## src/hdl/conv2d_direct_zero_pad_assert.svh

```systemverilog
// Assertion macros shared by the convolution block.
`ifndef CONV2D_DIRECT_ZERO_PAD_ASSERT_SVH
`define CONV2D_DIRECT_ZERO_PAD_ASSERT_SVH

// Checked only while out of reset.
`define CDZP_ASSERT(lbl, prop, msg) \
  lbl: assert property (@(posedge clk_i) disable iff (!rst_ni) (prop)) else $error(msg);

// Checked at every edge, reset included.
`define CDZP_ASSERT_ALWAYS(lbl, prop, msg) \
  lbl: assert property (@(posedge clk_i) (prop)) else $error(msg);

`endif

```

## src/hdl/cdzp_pkg.sv

```systemverilog
// Constants, types and microcode table of the convolution block.
package cdzp_pkg;

  localparam int MAX_ROWS        = 64;
  localparam int MAX_COLS        = 64;
  localparam int MAX_KERNEL_ROWS = 7;
  localparam int MAX_KERNEL_COLS = 7;

  localparam int CMD_W      = 2;
  localparam int IDX_W      = 6;
  localparam int VAL_W      = 16;
  localparam int PROD_W     = 2 * VAL_W;
  localparam int SUM_W      = 40;
  localparam int DIM_W      = 7;
  localparam int KDIM_W     = 3;
  localparam int CFG_IDX_W  = 2;
  localparam int CFG_DATA_W = 7;
  // Signed tap position: index plus kernel half minus kernel offset.
  localparam int POS_W      = IDX_W + 2;

  localparam int IMG_DEPTH = MAX_ROWS * MAX_COLS;
  localparam int IMG_AW    = $clog2(IMG_DEPTH);
  localparam int KRN_DEPTH = MAX_KERNEL_ROWS * MAX_KERNEL_COLS;
  localparam int KRN_AW    = $clog2(KRN_DEPTH);

  typedef enum logic [CMD_W-1:0] {
    CMD_LOAD_COEF  = 2'd0,
    CMD_LOAD_PIXEL = 2'd1,
    CMD_COMPUTE    = 2'd2
  } cmd_e;

  typedef enum logic [CFG_IDX_W-1:0] {
    CFG_IMAGE_ROWS  = 2'd0,
    CFG_IMAGE_COLS  = 2'd1,
    CFG_KERNEL_ROWS = 2'd2,
    CFG_KERNEL_COLS = 2'd3
  } cfg_idx_e;

  typedef enum logic [1:0] {
    COND_NONE,
    COND_NOT_START,
    COND_NOT_LAST,
    COND_OUT_BUSY
  } cond_e;

  typedef enum logic [2:0] {
    UPC_IDLE,
    UPC_INIT,
    UPC_ISSUE,
    UPC_DRAIN0,
    UPC_DRAIN1,
    UPC_EMIT
  } upc_e;

  typedef struct packed {
    logic  in_ready;
    logic  tap_rst;
    logic  tap_issue;
    logic  out_load;
    cond_e cond;
    upc_e  jump_to;
    upc_e  next_step;
  } ucode_t;

  typedef struct packed {
    logic start;
    logic last_tap;
    logic out_busy;
  } seq_stat_t;

  // Control store: jump_to when cond holds, else next_step.
  function automatic ucode_t ucode_rom(upc_e step);
    ucode_t w;
    w = '{in_ready: 1'b0, tap_rst: 1'b0, tap_issue: 1'b0, out_load: 1'b0,
          cond: COND_NONE, jump_to: UPC_IDLE, next_step: UPC_IDLE};
    case (step)
      UPC_IDLE: begin
        w.in_ready  = 1'b1;
        w.cond      = COND_NOT_START;
        w.jump_to   = UPC_IDLE;
        w.next_step = UPC_INIT;
      end
      UPC_INIT: begin
        w.tap_rst   = 1'b1;
        w.next_step = UPC_ISSUE;
      end
      UPC_ISSUE: begin
        w.tap_issue = 1'b1;
        w.cond      = COND_NOT_LAST;
        w.jump_to   = UPC_ISSUE;
        w.next_step = UPC_DRAIN0;
      end
      UPC_DRAIN0: begin
        w.next_step = UPC_DRAIN1;
      end
      UPC_DRAIN1: begin
        w.next_step = UPC_EMIT;
      end
      UPC_EMIT: begin
        w.out_load  = 1'b1;
        w.cond      = COND_OUT_BUSY;
        w.jump_to   = UPC_EMIT;
        w.next_step = UPC_IDLE;
      end
      default: begin
        w.in_ready  = 1'b1;
        w.cond      = COND_NOT_START;
        w.jump_to   = UPC_IDLE;
        w.next_step = UPC_INIT;
      end
    endcase
    return w;
  endfunction

endpackage

```

## src/hdl/cdzp_seq.sv

```systemverilog
// Microcode sequencer: step counter, control store lookup and conditional jumps.
module cdzp_seq import cdzp_pkg::*; (
  input  logic      clk_i,
  input  logic      rst_ni,
  input  seq_stat_t stat_i,
  output ucode_t    ctrl_o
);

  upc_e   upc_q, upc_d;
  ucode_t word;
  logic   cond_met;

  assign word = ucode_rom(upc_q);

  always_comb begin
    case (word.cond)
      COND_NONE:      cond_met = 1'b0;
      COND_NOT_START: cond_met = !stat_i.start;
      COND_NOT_LAST:  cond_met = !stat_i.last_tap;
      COND_OUT_BUSY:  cond_met = stat_i.out_busy;
      default:        cond_met = 1'b0;
    endcase
    upc_d = cond_met ? word.jump_to : word.next_step;
  end

  always_ff @(posedge clk_i or negedge rst_ni) begin
    if (!rst_ni) begin
      upc_q <= UPC_IDLE;
    end else begin
      upc_q <= upc_d;
    end
  end

  assign ctrl_o = word;

endmodule

```

## config.mk

```make
export PLATFORM = sky130hd
export DESIGN_NAME = cdzp_seq
export DESIGN_NICKNAME = d
export VERILOG_FILES = /design/src/hdl/conv2d_direct_zero_pad_assert.svh /design/src/hdl/cdzp_pkg.sv /design/src/hdl/cdzp_seq.sv
export SDC_FILE = /design/constraint.sdc
export NUM_CORES = 1
export LEC_CHECK = 0
export ABC_AREA = 1
export ABC_CLOCK_PERIOD_IN_PS = 1700
export BUFFER_PORTS_ARGS = -buffer_cell sky130_fd_sc_hd__buf_4
export CORE_AREA = 4 4 41 43
export DETAILED_ROUTE_END_ITERATION = 10
export DIE_AREA = 0 0 45 47
export GPL_TIMING_DRIVEN = 0
export PLACE_DENSITY = 0.41
export REMOVE_ABC_BUFFERS = 1
export SYNTH_ARGS = -nofsm -noshare
export SYNTH_HDL_FRONTEND = slang
export SYNTH_SLANG_ARGS = --single-unit
```

## constraint.sdc

```tcl
create_clock -name clk_i -period 1.7 [get_ports clk_i]
set_clock_uncertainty 0.2 [all_clocks]
set_input_delay 0.34 -clock clk_i [delete_from_list [all_inputs] [get_ports clk_i]]
set_output_delay 0.34 -clock clk_i [all_outputs]
set_load 0.02 [all_outputs]
```

# Word level (Yosys, flattened, before mapping)
# Index checks and enable logic that the tools add are counted.
dict set report op_classes {
  n_eq_ne 8
  n_mux 8
  n_reduce_logical 5
}
# cell n
set ops {}
lappend ops {{3-bit one-hot mux with 5 select lines} 1}
lappend ops {{5-bit one-hot mux with 3 select lines} 1}
lappend ops {{3-bit by 2-bit == test with 1-bit output (second input constant)} 2}
lappend ops {{3-bit == test (second input constant)} 2}
lappend ops {{5-bit OR reduction} 1}
lappend ops {{2-bit == test (second input constant)} 2}
lappend ops {{1-bit 2-to-1 mux} 4}
lappend ops {{1-bit one-hot mux with 4 select lines} 1}
lappend ops {{3-bit by 1-bit == test with 1-bit output (second input constant)} 1}
lappend ops {{3-bit 2-to-1 mux} 1}
lappend ops {{3-bit OR reduction} 1}
lappend ops {{2-bit by 1-bit == test with 1-bit output (second input constant)} 1}
lappend ops {{1-bit zero test} 2}
lappend ops {{2-bit zero test} 1}
dict set report totals {
  regBits 3
  input_bits 5
  out_inout_bits 12
  elab_cells 22
}

# Logic depth before layout (Yosys ltp)
# Gate-level depths: netlist of the first run.
dict set report depth {
  word_depth 6
  ltp_mapped 6
  depth_no_buf 6
}

# Least setup slack after synthesis of the first run
# OpenSTA, ideal clock, no wires.
dict set report synth_path {
  path_kind {reg-to-output}
  from {register upc_q[0]}
  to {output ctrl_o[6] (netlist bit)}
  t_arrival_ns 1.145
  required_ns 1.160
  path_slack_ns 0.015
  path_stages_with_launch 5
  path_buffers 0
  path_cell_list {dfrtp_1 > inv_2 > nor3_2 > inv_2 > nand2_1}
}
# item line_no
set synth_lines {}
lappend synth_lines {{start, declared} cdzp_seq.sv:9} ;# upc_e upc_q, upc_d;
lappend synth_lines {{start signal, assigned} cdzp_seq.sv:30} ;# upc_q <= upc_d;
lappend synth_lines {{end, declared} cdzp_seq.sv:6} ;# output ucode_t ctrl_o

==> impl_metrics.json, run 1 <==
{
  "design.core.area_mm2": 0.00130,
  "yosys-top-cells-area": "dfrtp_1 (30%), nand3_1 (12%), nand2_1 (12%)",
  "drive_above_1_share_pct": 64.9,
  "clockRootBuffer": "clkbuf_4",
  "muxShareOfSynthArea_pct": 0,
  "period_needed_ps": 1760,
  "vias": 282,
  "synth_edf_count": 0,
  "min-delay-path-class": "in -> async",
  "hold_viol": 0,
  "drc_errors": 0,
  "drt_iter0_drc": 2,
  "crit_arrival_ps": 1220,
  "grt_use_total_pct": 6.50,
  "drtAntennaViolNets": 0,
  "async_flop_share_pct": 100,
  "crit_end": "ctrl_o[1]",
  "power_density_mw_per_mm2": 2370,
  "dr.pass1.iters": 2,
  "cp-start-kind": "register",
  "p_leak_nw": 0.253,
  "endpoint_kind": "output pin",
  "antenna_found_initial": 0,
  "dp_slack_ps": 85.8,
  "diodes": 0,
  "clk_pin_slew_ps": 40,
  "syn-cell-area_um2": 248,
  "slowest_delay_ps": 470,
  "worstPathRequired_ps": 1160,
  "path_cells": "nand2_2 -> inv_2 -> or2_1 -> buf_6",
  "clock-sinks": 3,
  "slowest_stage": "dfrtp_2",
  "ff2ff_setup_slack_ps": 440,
  "largest_reg_flops": 3,
  "clock_latency_ps": 230,
  "viasPerCell": 3.92,
  "fin_area_um2": 454,
  "finalCritPeriodShare_pct": 104,
  "tightestPinTransition_ps": 193,
  "start_util_pct": 19.0,
  "violations": "setup timing",
  "htree_levels": 1,
  "synth_top_family_by_area": "simple AND/OR/NAND/NOR gates",
  "syn_to_final_growth_pct": 83.3,
  "fin_ws_ps": -61.3,
  "die_area_mm2": 0.00212,
  "wl_um": 638,
  "synth-xor-area-share_pct": 0,
  "port_buffers": 16,
  "crit_fanout": 7,
  "critPathKind": "reg -> out",
  "vdd_ir_drop_max_v": 0.000707,
  "seq_area_frac_synth_pct": 30.3,
  "synth-main-ff-cell": "dfrtp_1",
  "synth_top_cell_by_area": "dfrtp_1",
  "yosysTopAreaCellShare_pct": 30.3,
  "synthAdderAreaFrac_pct": 0,
  "whs_ps": 236,
  "rsz0062_at_grt": "yes",
  "detailed_place_hpwl_um": 505,
  "dpl_cell_area_um2": 364,
  "synth_compound_area_share_pct": 5.56,
  "yosysWarnings": 0,
  "nets": 63,
  "yosys.area_share.simple_pct": 41.4,
  "synth_cells": 37,
  "regMostFlops": "upc_q",
  "die_y_um": 47,
  "synth.most_common_cell": "nand2_1",
  "cts_buffer_depth": 2,
  "synth_cell_type_count": 12,
  "grt_max_degree": 8,
  "dieWidth_um": 45,
  "grt.overflow.total": 0,
  "r2r_start": "upc_q[1]",
  "cp-startpoint": "upc_q[1]",
  "synth_seq_cells": 3,
  "tritoncts": "yes",
  "grt_first_pass_wirelength_um": 986,
  "synth_area_per_cell_um2": 6.70,
  "rows": 13,
  "max-slew-margin-rel_pct": 87.1,
  "cts_buffers": 3,
  "rr_worst_depth": 6,
  "max_freq_mhz": 568,
  "maxSlewViolCount": 0,
  "io_pins": 17,
  "finalSetupViolations": 6,
  "grt_pass1_vias": 265,
  "ys_top_cells_by_count": "nand2_1 (8), nand3_1 (6), inv_1 (5)",
  "cap_violations": 0,
  "gp_congestion": 0.675,
  "status": "finished, violations left",
  "avgRoutedWirePerCell_um": 8.86,
  "r2r_end": "upc_q[0]",
  "top_regs": "upc_q x3"
}
==> how the worst min path moves through the flow <==
stage / startpoint / endpoint / slack (ps) / cells after the start
CTS: rst_ni / upc_q[2] / 230 / 2
finish: rst_ni / upc_q[2] / 240 / 2
global route: rst_ni / upc_q[2] / 250 / 2
floorplan: rst_ni / upc_q[0] / -160 / 0
detailed placement: rst_ni / upc_q[0] / -70 / 1
global placement: rst_ni / upc_q[0] / -70 / 1
==> cell usage in the layout, fill, tap and decap left out, drive strengths merged <==
| cell type | n |
|---|---|
| or2 | 2 |
| nor2 | 1 |
| o21ai | 2 |
| dlygate4sd3 | 1 |
| clkbuf | 4 |
| nand2 | 8 |
| nor3 | 2 |
| nand3 | 6 |
| nand4 | 1 |
| inv | 9 |
| dfrtp | 3 |
| buf | 18 |
==> critical path, delay by kind of cell, from the launching register on <==
| family | cells | cell delay [ps] |
|---|---|---|
| AND/OR/NAND/NOR | 2 | 340 |
| buffers and inverters | 2 | 180 |
| flip-flops | 1 | 470 |
==> kinds of logic after synthesis <==
logic type,Yosys count
AND/OR/NAND/NOR,20
buffers and inverters,12
flip-flops,3
AO/OA/AOI/OAI,2
==> repair_timing <==
item | in CTS | in global routing
endpoints found under the setup margin | 9 | 11
hold buffers | 1 | 0
resized for setup | 11 | 4
endpoints found under the hold margin | 3 | 0
pin swaps | 1 | 0
cloned | 0 | 0
buffers inserted | 1 | 1
==> final cells by class <==
class	count	area (um^2)
fill	155	847
timing repair buffer	19	160
multi-input combinational	22	136
sequential	3	78.8
inverter	9	33.8
clock buffer	4	26.3
tap	15	18.8
==> metrics by stage <==
stage	power [mW]	util, %	instances	setup TNS, ps
4_1_cts	1.06	33.4	71	-159
2_1_floorplan	0.559	-	34	-1180
3_3_place_gp	0.836	28.0	65	0
3_5_place_dp	0.833	28.0	65	0
5_1_grt	1.16	34.9	72	-757
6_report	1.08	34.9	72	-190
==> metal layers <==
metal	vias up	global-route usage (%)	wire length (um)
met5	-	0	0
met4	0	5.26	0
met3	0	1.92	90
met2	12	9.32	294
met1	118	8.05	254
li1	152	-	-
==> power by group <==
part | switching [mW] | internal (mW)
Combinational | 0.424 | 0.347
Sequential | 0.0721 | 0.112
Clock | 0.0346 | 0.0878
Note: power is estimated with default switching activity, not from simulation.
==> run 2: changes to the inputs <==
- CTS_BUF_LIST: default -> sky130_fd_sc_hd__clkbuf_16
==> run 2 against run 1 <==
  * The run still ends with setup timing left
  * Total power increased by 23%
  * Sequential power is essentially flat
  * Global-route usage rose by 0.40 points
  * Setup slack better by 9.0 ps
  * Combinational power barely moved
  * Register-to-register slack is essentially flat
  * Worst hold slack gained 7.1 ps
  * Critical path type unchanged
  * Critical endpoint unchanged
==> impl_metrics.json, run 2 (synthesis results as in run 1) <==
{
  "min_to": "upc_q[0]",
  "finalSetupViolations": 5,
  "htree_levels": 1,
  "mostFrequentLayoutCells": "buf_4 (14), nand3_1 (6), inv_2 (5), nand2_1 (5), inv_1 (5)",
  "max-slew-margin-rel_pct": 86.6,
  "crit_arrival_ps": 1210,
  "viasPerCell": 3.97,
  "finalCritPeriodShare_pct": 103,
  "fin_ws_ps": -52.3,
  "wl_um": 660,
  "grt_use_total_pct": 6.90,
  "r2r_start": "upc_q[1]",
  "power_density_mw_per_mm2": 2610,
  "final_common_cell": "buf_4",
  "max_freq_mhz": 571,
  "whs_ps": 243,
  "critPathTopFamily": "flip-flops",
  "hold_viol": 0,
  "port_buffers": 16,
  "crit_fanout": 7,
  "ff2ff_setup_slack_ps": 440,
  "period_needed_ps": 1750,
  "grt.overflow.total": 0,
  "endpoint_kind": "output pin",
  "drt_iter0_drc": 2,
  "crit_buf_inv": 2,
  "status": "finished, violations left",
  "drive_above_1_share_pct": 64.9,
  "largest_reg_flops": 3,
  "tightestPinTransition_ps": 199,
  "diodes": 0,
  "worstPathRequired_ps": 1160,
  "finish.utilization_pct": 38.9,
  "nFillCells": 149,
  "design.core.area_mm2": 0.00130,
  "grt_first_pass_wirelength_um": 1030,
  "critPathKind": "reg -> out",
  "grt_pass1_vias": 272,
  "drtAntennaViolNets": 0,
  "path_cells": "nand2_2 -> inv_2 -> or2_1 -> buf_6",
  "detailed_place_hpwl_um": 505,
  "dieWidth_um": 45,
  "clk_pin_slew_ps": 30,
  "slowest_stage": "dfrtp_2",
  "antenna_found_initial": 0,
  "io_pins": 17,
  "grt_max_degree": 8,
  "syn_to_final_growth_pct": 105,
  "maxSlewViolCount": 0,
  "drc_errors": 0,
  "start_util_pct": 19.0,
  "violations": "setup timing",
  "worstHoldStart": "stat_i[0]",
  "clockRootBuffer": "clkbuf_16",
  "cap_violations": 0,
  "rsz0062_at_grt": "yes",
  "p_leak_nw": 0.280,
  "top_regs": "upc_q x3",
  "vdd_ir_drop_max_v": 0.000949,
  "gp_congestion": 0.675,
  "r2r_end": "upc_q[0]",
  "cts_buffer_depth": 2,
  "avgRoutedWirePerCell_um": 9.17,
  "nets": 63,
  "rows": 13,
  "slowest_delay_ps": 460,
  "regMostFlops": "upc_q",
  "dr.pass1.iters": 2,
  "clock-sinks": 3,
  "vias": 286,
  "die_y_um": 47,
  "die_area_mm2": 0.00212,
  "cp-start-kind": "register",
  "min-delay-path-class": "in -> reg",
  "rr_worst_depth": 6,
  "clock_latency_ps": 220,
  "holdPathStages": 3,
  "cts_buffers": 3,
  "tritoncts": "yes"
}
run 2: repair_timing:
| item | 4_1_cts | 5_1_grt |
|---|---|---|
| hold endpoints to repair | 3 | 0 |
| pin swaps | 1 | 0 |
| setup buffers | 1 | 1 |
| endpoints found under the setup margin | 9 | 9 |
| gates resized for setup | 11 | 4 |
| hold buffers | 1 | 0 |
run 2: how the worst max path moves through the flow:
stage | cells past startpoint | startpoint | to | slack (ps)
floorplan | 4 | upc_q[0] | ctrl_o[6] | -380
global placement | 5 | upc_q[0] | ctrl_o[1] | 90
detailed placement | 5 | upc_q[0] | ctrl_o[1] | 90
CTS | 4 | upc_q[1] | ctrl_o[1] | -40
global route | 3 | upc_q[1] | ctrl_o[1] | -100
finish | 4 | upc_q[1] | ctrl_o[1] | -50
run 2: through the flow:
step	setup TNS [ps]	setup slack [ps]	power (mW)	std cells	instance area [um^2]
finish	-143	-52.3	1.32	72	507
global route	-617	-100	1.41	72	507
CTS	-109	-39.6	1.30	71	487
detailed placement	0	85.8	0.833	65	364
global placement	0	92.5	0.836	65	364
floorplan	-1180	-385	0.559	34	225
run 2: worst min-delay path, cell delays in order:
cell and delay [ps]:
buf_4 100, nand4_1 110, nand2_1 70
run 2: layout make-up:
class / instances / area (um^2) / area share [%]
multi-input cells: 22 / 136 / 26.9
clock inverters: 1 / 3.75 / 0.741
clock buffers: 3 / 75.1 / 14.8
flip-flops and latches: 3 / 78.8 / 15.6
inverters: 9 / 33.8 / 6.67
well taps: 15 / 18.8 / 3.70
repair buffers: 19 / 160 / 31.6
run 2: routing by layer:
layer	part of all wire [%]	GRT usage (%)
met1	41	8.51
met2	43	9.32
met3	14	3.07
met4	2.9	5.26
met5	0	0
run 2: power by group:
part | internal (mW) | switching, mW | total (mW) | leakage, nW
logic | 0.347 | 0.425 | 0.772 | 0.204
registers | 0.112 | 0.0720 | 0.184 | 0.0338
clock network | 0.303 | 0.0630 | 0.366 | 0.0423
==> run 3: changes to the inputs <==
==> constraint.sdc (replaced) <==
create_clock -name clk_i -period 1.7 [get_ports clk_i]
set_clock_uncertainty 0.2 [all_clocks]
set_input_delay 0.085 -clock clk_i [delete_from_list [all_inputs] [get_ports clk_i]]
set_output_delay 0.085 -clock clk_i [all_outputs]
set_load 0.02 [all_outputs]
==> run 3 against run 2 <==
  * The run now ends clean
  * Final area down 6.7%
  * Fmax up 10%
  * Clock power about the same
  * Total power down 9.8%
  * First-iteration DRC count down 50%
  * Final cell count unchanged
  * Setup slack better by 170 ps
  * Sequential share of layout area up 0.32 points
  * Worst hold slack worse by 240 ps
  * Global-route usage down 0.090 points
  * Sequential cell count unchanged
  * Largest cell class unchanged
  * Largest power group unchanged
  * Highest routed layer unchanged
==> impl_metrics.json, run 3 (synthesis results as in run 1) <==
{
  "largest_reg_flops": 3,
  "viasPerCell": 3.96,
  "clock-sinks": 3,
  "placed_cells": 65,
  "clkPwrFrac_pct": 30.7,
  "grt_use_total_pct": 6.81,
  "cap_violations": 0,
  "nFillCells": 154,
  "vdd_ir_drop_max_v": 0.000887,
  "rr_worst_depth": 6,
  "seq_area_um2": 75.1,
  "final_common_cell": "buf_4",
  "rsz0062_at_grt": "no",
  "clock_latency_ps": 220,
  "power_density_mw_per_mm2": 2520,
  "grt_max_degree": 8,
  "die_area_mm2": 0.00212,
  "crit_end": "ctrl_o[1]",
  "critPathKind": "reg -> out",
  "port_buffers": 16,
  "design.core.area_mm2": 0.00130,
  "wl_um": 635,
  "dp_slack_ps": 341,
  "max_freq_mhz": 630,
  "r2r_end": "upc_q[0]",
  "clockRootBuffer": "clkbuf_16",
  "worstHoldStart": "stat_i[2]",
  "gp_congestion": 0.675,
  "status": "finished clean",
  "dpl_cell_area_um2": 364,
  "post-cts-setup-buffers": 0,
  "worstPathRequired_ps": 1410,
  "vias": 285,
  "path_cells": "nor2_1 -> nand2_1 -> inv_1 -> or2_1 -> buf_4",
  "fin_area_um2": 473,
  "grt_first_pass_wirelength_um": 1010,
  "tightestPinTransition_ps": 276,
  "crit_buf_inv": 2,
  "drc_errors": 0,
  "maxSlewViolCount": 0,
  "io_pins": 17,
  "drt_iter0_drc": 1,
  "cts_buffer_depth": 2,
  "endpoint_kind": "output pin",
  "seqPwrFrac_pct": 14.0,
  "max-slew-margin-rel_pct": 81.5,
  "min-delay-path-class": "in -> reg",
  "dr.pass1.iters": 2,
  "tritoncts": "yes",
  "cts_buffers": 3,
  "ff2ff_setup_slack_ps": 440,
  "avgRoutedWirePerCell_um": 8.82,
  "start_util_pct": 19.0,
  "worst-path-stages": 5,
  "grt_pass1_vias": 277,
  "finalSetupViolations": 0,
  "finalCritPeriodShare_pct": 93.4,
  "crit_arrival_ps": 1300,
  "critPathTopFamily": "flip-flops",
  "nets": 63,
  "drive_above_1_share_pct": 45.6,
  "syn_to_final_growth_pct": 90.9,
  "multi_input_area_um2": 116,
  "clk_pin_slew_ps": 30,
  "cp-start-kind": "register",
  "drtAntennaViolNets": 0,
  "antenna_found_initial": 0,
  "cp-startpoint": "upc_q[0]",
  "regMostFlops": "upc_q",
  "period_needed_ps": 1590,
  "slowest_stage": "dfrtp_1",
  "dieWidth_um": 45,
  "mostFrequentLayoutCells": "buf_4 (16), nand2_1 (8), nand3_1 (6), inv_1 (6), inv_2 (4)",
  "internal_power_mw": 0.682,
  "die_y_um": 47,
  "top_regs": "upc_q x3",
  "slowest_delay_ps": 440,
  "crit_fanout": 6,
  "detailed_place_hpwl_um": 505,
  "r2r_start": "upc_q[1]",
  "fin_ws_ps": 113,
  "p_leak_nw": 0.277,
  "finalNonFillerCells": 72,
  "comb_power_share_pct": 55.3,
  "p_sw_share_pct": 42.8,
  "htree_levels": 1,
  "hold_viol": 0,
  "diodes": 0,
  "p_sw_mw": 0.510,
  "grt.overflow.total": 0,
  "rows": 13
}
## run 3: cell types whose count changed in the layout (fill, tap and decap cells not counted), sizes merged
cell / change
buf: -2
dlygate4sd3: +2
## run 3: worst min path at each step
| stage | to | slack, ps | depth (start not counted) |
|---|---|---|---|
| global route | upc_q[0] | 30 | 5 |
| finish | upc_q[0] | 0.3 | 5 |
| global placement | upc_q[0] | -320 | 1 |
| floorplan | upc_q[0] | -410 | 0 |
| CTS | upc_q[0] | 9 | 5 |
| detailed placement | upc_q[0] | -320 | 1 |
## run 3: layer usage
metal,track usage (%),wire (um),up-vias,share of wire (%)
met5,0,0,-,0
met4,5.26,19,0,3.0
met3,2.68,79,2,12
met2,9.89,257,14,40
met1,8.01,279,116,44
li1,-,-,153,-
## run 3: layout make-up
type	instances	share of cell area, %
flip-flops and latches	3	15.9
repair buffers	19	31.7
multi-input cells	22	24.6
inverters	9	7.14
clock buffers	3	15.9
clock inverters	1	0.794
well taps	15	3.97
## run 3: through the flow
stage / TNS, ps / total power [mW] / hold slack, ps / utilization [%]
after CTS: 0 / 1.21 / 8.72 / 36.3
after detailed placement: 0 / 0.833 / -323 / 28.0
final: 0 / 1.19 / 0.342 / 36.3
after floorplan: -259 / 0.559 / -411 / -
after global routing: 0 / 1.27 / 33.5 / 36.3
after global placement: 0 / 0.836 / -323 / 28.0
## run 3: power groups by stage
| stage | Clock (mW) | Combinational (mW) | Sequential (mW) |
|---|---|---|---|
| after global placement | 0 | 0.667 | 0.169 |
| after detailed placement | 0 | 0.666 | 0.167 |
| final | 0.366 | 0.659 | 0.167 |
| after floorplan | 0 | 0.404 | 0.156 |
| after CTS | 0.371 | 0.673 | 0.166 |
| after global routing | 0.376 | 0.722 | 0.174 |
## run 3: what timing repair did
item / CTS / global route
endpoints found under the hold margin: 4 / 0
gates resized for setup: 0 / 0
hold buffers: 3 / 0
## run 3: worst register-to-register path, delay by kind of cell (launching register included)
family                 cells  cell delay (ps)
buffers and inverters      2              160
DFF                        1              450
and+or+nand+nor            4              330
